### config.mk
export PLATFORM = sky130hd
export DESIGN_NAME = dtc_ram
export DESIGN_NICKNAME = d
export VERILOG_FILES = /design/src/design/dtc_ram.sv
export SDC_FILE = /design/constraint.sdc
export NUM_CORES = 2
export LEC_CHECK = 0
export BUFFER_PORTS_ARGS = -buffer_cell sky130_fd_sc_hd__buf_2
export CORE_MARGIN = 8
export CORE_UTILIZATION = 45
export DETAILED_ROUTE_END_ITERATION = 10
export SYNTH_ARGS = -nofsm -noshare
export SYNTH_HDL_FRONTEND = slang
export SYNTH_SLANG_ARGS = --single-unit
### constraint.sdc
create_clock -name clk -period 4.75 [get_ports clk]
set_clock_uncertainty 0.15 [all_clocks]
set_input_delay 0.475 -clock clk [delete_from_list [all_inputs] [get_ports clk]]
set_output_delay 0.475 -clock clk [all_outputs]
set_load 0.005 [all_outputs]
### src/design/dtc_ram.sv
// dtc_ram: generic simple dual-port ram, one write port, one registered read port
// used for the per-channel capture rows of the trace block
// no dependencies
module dtc_ram #(
    parameter int WIDTH = 32,
    parameter int DEPTH = 128
) (
    input  logic                             clk,
    input  logic                             we,
    input  logic [$clog2(DEPTH)-1:0]         waddr,
    input  logic [WIDTH-1:0]                 wdata,
    input  logic                             re,
    input  logic [$clog2(DEPTH)-1:0]         raddr,
    output logic [WIDTH-1:0]                 rdata
);

    logic [WIDTH-1:0] mem [DEPTH];
    logic [WIDTH-1:0] rdata_reg;

    always_ff @(posedge clk)
    begin
        if (we)
        begin
            mem[waddr] <= wdata;
        end
        if (re)
        begin
            rdata_reg <= mem[raddr];
        end
    end

    assign rdata = rdata_reg;

endmodule

==> run summary <==
status -> complete, no violations
Die X -> 606 um
DRT antenna net count -> 0
met3 Usage GRT -> 4.14%
largest net degree at the start of global routing -> 98
share of post-route cells with drive strength above 1 -> 36.5%
Post-CTS Setup Bufs -> 0
synth warn -> 0
Synth Area in XOR/XNOR -> 0%
Post-CTS Resized -> 0
Power per Cell Area -> 426 nW/um^2
P_sw -> 16.4 mW
compound-gate portion of the synthesized area -> 0%
clk root buf -> clkbuf_16
DRC -> 0
port bufs -> 80
Hold Path Class -> in -> reg
met1 GRT Util -> 32.8%
hold bufs inserted after CTS -> 19
DRT Pass-1 Iters -> 6
Worst VDD drop -> 0.000315 V
Die Area -> 367000 um^2
Detailed Place HPWL -> 236000 um
worst r2r dst -> rdata[4]
Num CTS Buffers -> 416
routability cong. -> 0.813
gr usage total -> 22.6%
FP Rows -> 216
first-pass GRT wire length -> 581000 um
average cell area after synthesis -> 26.1 um^2
mux cell area share after synthesis -> 19.6%
Logic pwr share -> 5.2%
largest family of logic cells by synthesized area -> multiplexers
P&R area growth vs syn -> 14.9%
unrepaired setup endpoints after global routing -> false
Final TNS setup -> 0 ns
Critical Path RT -> 5.32 ns
period utilisation layout -> 67.6%
final core occ -> 52.0%
register area share after synthesis -> 79.2%
hold path cells -> 1
flip-flop count of the largest register after layout -> 4096
routed wire length -> 419000 um
Mapped Cells -> 5990
Clock Tree Buf Depth -> 4
Tot Pwr -> 76.6 mW
synthesis-stage register bit count -> 4128
Worst Slack Setup Final -> 1.54 ns
Slew HR -> 17.6%
Synth Area in Simple Gates -> 0.445%
starting density of the core -> 45.2%
Worst-Skew Late Latency -> 0.97 ns
reg2reg setup slack -> 1.80 ns
clock sinks -> 4128
post-layout minimum cycle time -> 3.21 ns
WL/cell -> 36.3 um
initial antenna violation count -> 60
FF-to-FF Start -> mem[87][4]
Reg power frac -> 52.7%
Clk pwr share -> 42.1%
Clk pin slew, worst setup/hold paths -> 0.06 ns
fillers -> 26027
vias post-DR -> 71790
Hold Path Sink -> mem[41][6]
Final #Nets -> 6599
Cell variety after synth -> 16
H-tree levels -> 5
Die H -> 606 um
DP Worst Slack -> 0.518 ns
Via-to-Cell Ratio -> 6.22
Detailed Route Iter0 Violations -> 9811
IO Pins -> 81
Slew Viols, Final -> 0
critical path class -> in -> reg
Final Hold Fails -> 0
leakage power -> 55.1 nW
global route overflow -> 0
hold slack -> 0.0161 ns
CTS tree -> yes
vias in the first global route -> 72159
Top Usage Layer GRT -> met2
post-synthesis net count -> 6039
mapped cell area -> 157000 um^2
Sw Ratio -> 21.4%
worst-path maximum fanout -> 37
CP Capture Type -> flop
met2 layer usage reported by global route -> 35.6%
fmax -> 311 MHz
hold path startpoint -> wdata[6]
worst setup path start -> raddr[0]
MaxCap Viol Count -> 0
crit path launch type -> input port
core area -> 346000 um^2
setup violators final -> 0
r2r worst-path depth -> 4
Worst-Margin Slew -> 1.24 ns
Int Power -> 60.3 mW
Worst EP arrival -> 3.78 ns
post-synthesis adder-cell area fraction -> 0%
[cells by family after synthesis]
group	Yosys count
multiplexers	1376
flip-flops	4128
AND/OR/NAND/NOR	170
buffers and inverters	316
[synth_stat cells]
cell type / count / area share [%]
buf_1: 50 / 0.12
buf_2: 79 / 0.25
buf_4: 3 / 0.014
buf_6: 2 / 0.014
clkbuf_1: 182 / 0.44
edfxtp_1: 4128 / 79
mux2_2: 32 / 0.23
mux4_2: 1344 / 19
nand2_1: 14 / 0.034
nand2b_1: 2 / 0.0080
nand3_1: 12 / 0.038
nand4_1: 3 / 0.012
nor2_1: 122 / 0.29
nor2b_1: 7 / 0.028
nor3_1: 9 / 0.029
or3_1: 1 / 0.0040
[how the worst max path moves through the flow]
stage                             to  slack [ns]  depth (start not counted)
after floorplan           mem[98][0]        0.89                          3
after global placement     rdata[14]        0.53                          7
after detailed placement   rdata[12]        0.52                          8
after CTS                  rdata[12]        1.57                          8
after global routing       rdata[19]        1.51                          8
final                      rdata[12]        1.54                          8
[power by group through the flow]
stage	Sequential (mW)	Clock, mW	Combinational [mW]
2_1_floorplan	41.1	0	1.94
3_3_place_gp	41.2	0	3.97
3_5_place_dp	41.2	0	4.03
4_1_cts	40.4	32.7	4.05
5_1_grt	40.4	34.1	4.18
6_report	40.4	32.2	4.02
[cell usage in the layout (no fill, tap or decap), types with 4 or more instances in the layout]
cell type      netlist  routed
clkinvlp_4           0      10
diode_2              0      65
nand2_1             14      11
nor2b_1              7       7
nand3_1             12       8
edfxtp_1          4128    4128
clkinv_1             0     119
clkbuf_16            0     417
mux2_2              32      32
clkinv_8             0       5
mux4_2            1344    1344
dlygate4sd3_1        0      19
clkbuf_1           182      82
bufinv_16            0      42
clkinv_2             0      68
nand3_2              0       4
buf_4                3     314
nor3_2               0       9
buf_12               0      79
nor2_4               0     119
inv_6                0      10
buf_2               79      42
clkinv_16            0      10
[final cells by class]
| class | count | area, um^2 | area share [%] |
|---|---|---|---|
| sequential | 4128 | 124000 | 68.9 |
| antenna | 65 | 163 | 0.0904 |
| multi-input combinational | 1546 | 32300 | 17.9 |
| clock buffer | 499 | 10700 | 5.97 |
| clock inverter | 269 | 2670 | 1.48 |
| timing repair buffer | 458 | 4400 | 2.44 |
| tap | 4578 | 5730 | 3.18 |
[stage by stage]
stage                     instance area, um^2  std cells
after floorplan                        157000       5990
after global placement                 166000      10691
after detailed placement               166000      10691
after CTS                              180000      11478
after global routing                   180000      11520
final                                  180000      11543
[metal layers]
metal  share of wire, %  routed length, um
met1                 41             170000
met2                 47             198000
met3                9.2              38400
met4                2.9              12100
met5              0.015                 62
[worst max-delay path: stages]
cell and delay [ns]:
buf_12 0.35, buf_12 0.31, buf_12 0.22, buf_12 0.22, mux4_2 0.53, mux4_2 0.58, mux4_2 0.64, mux2_2 0.32
Power figures use the tool's default switching activity.
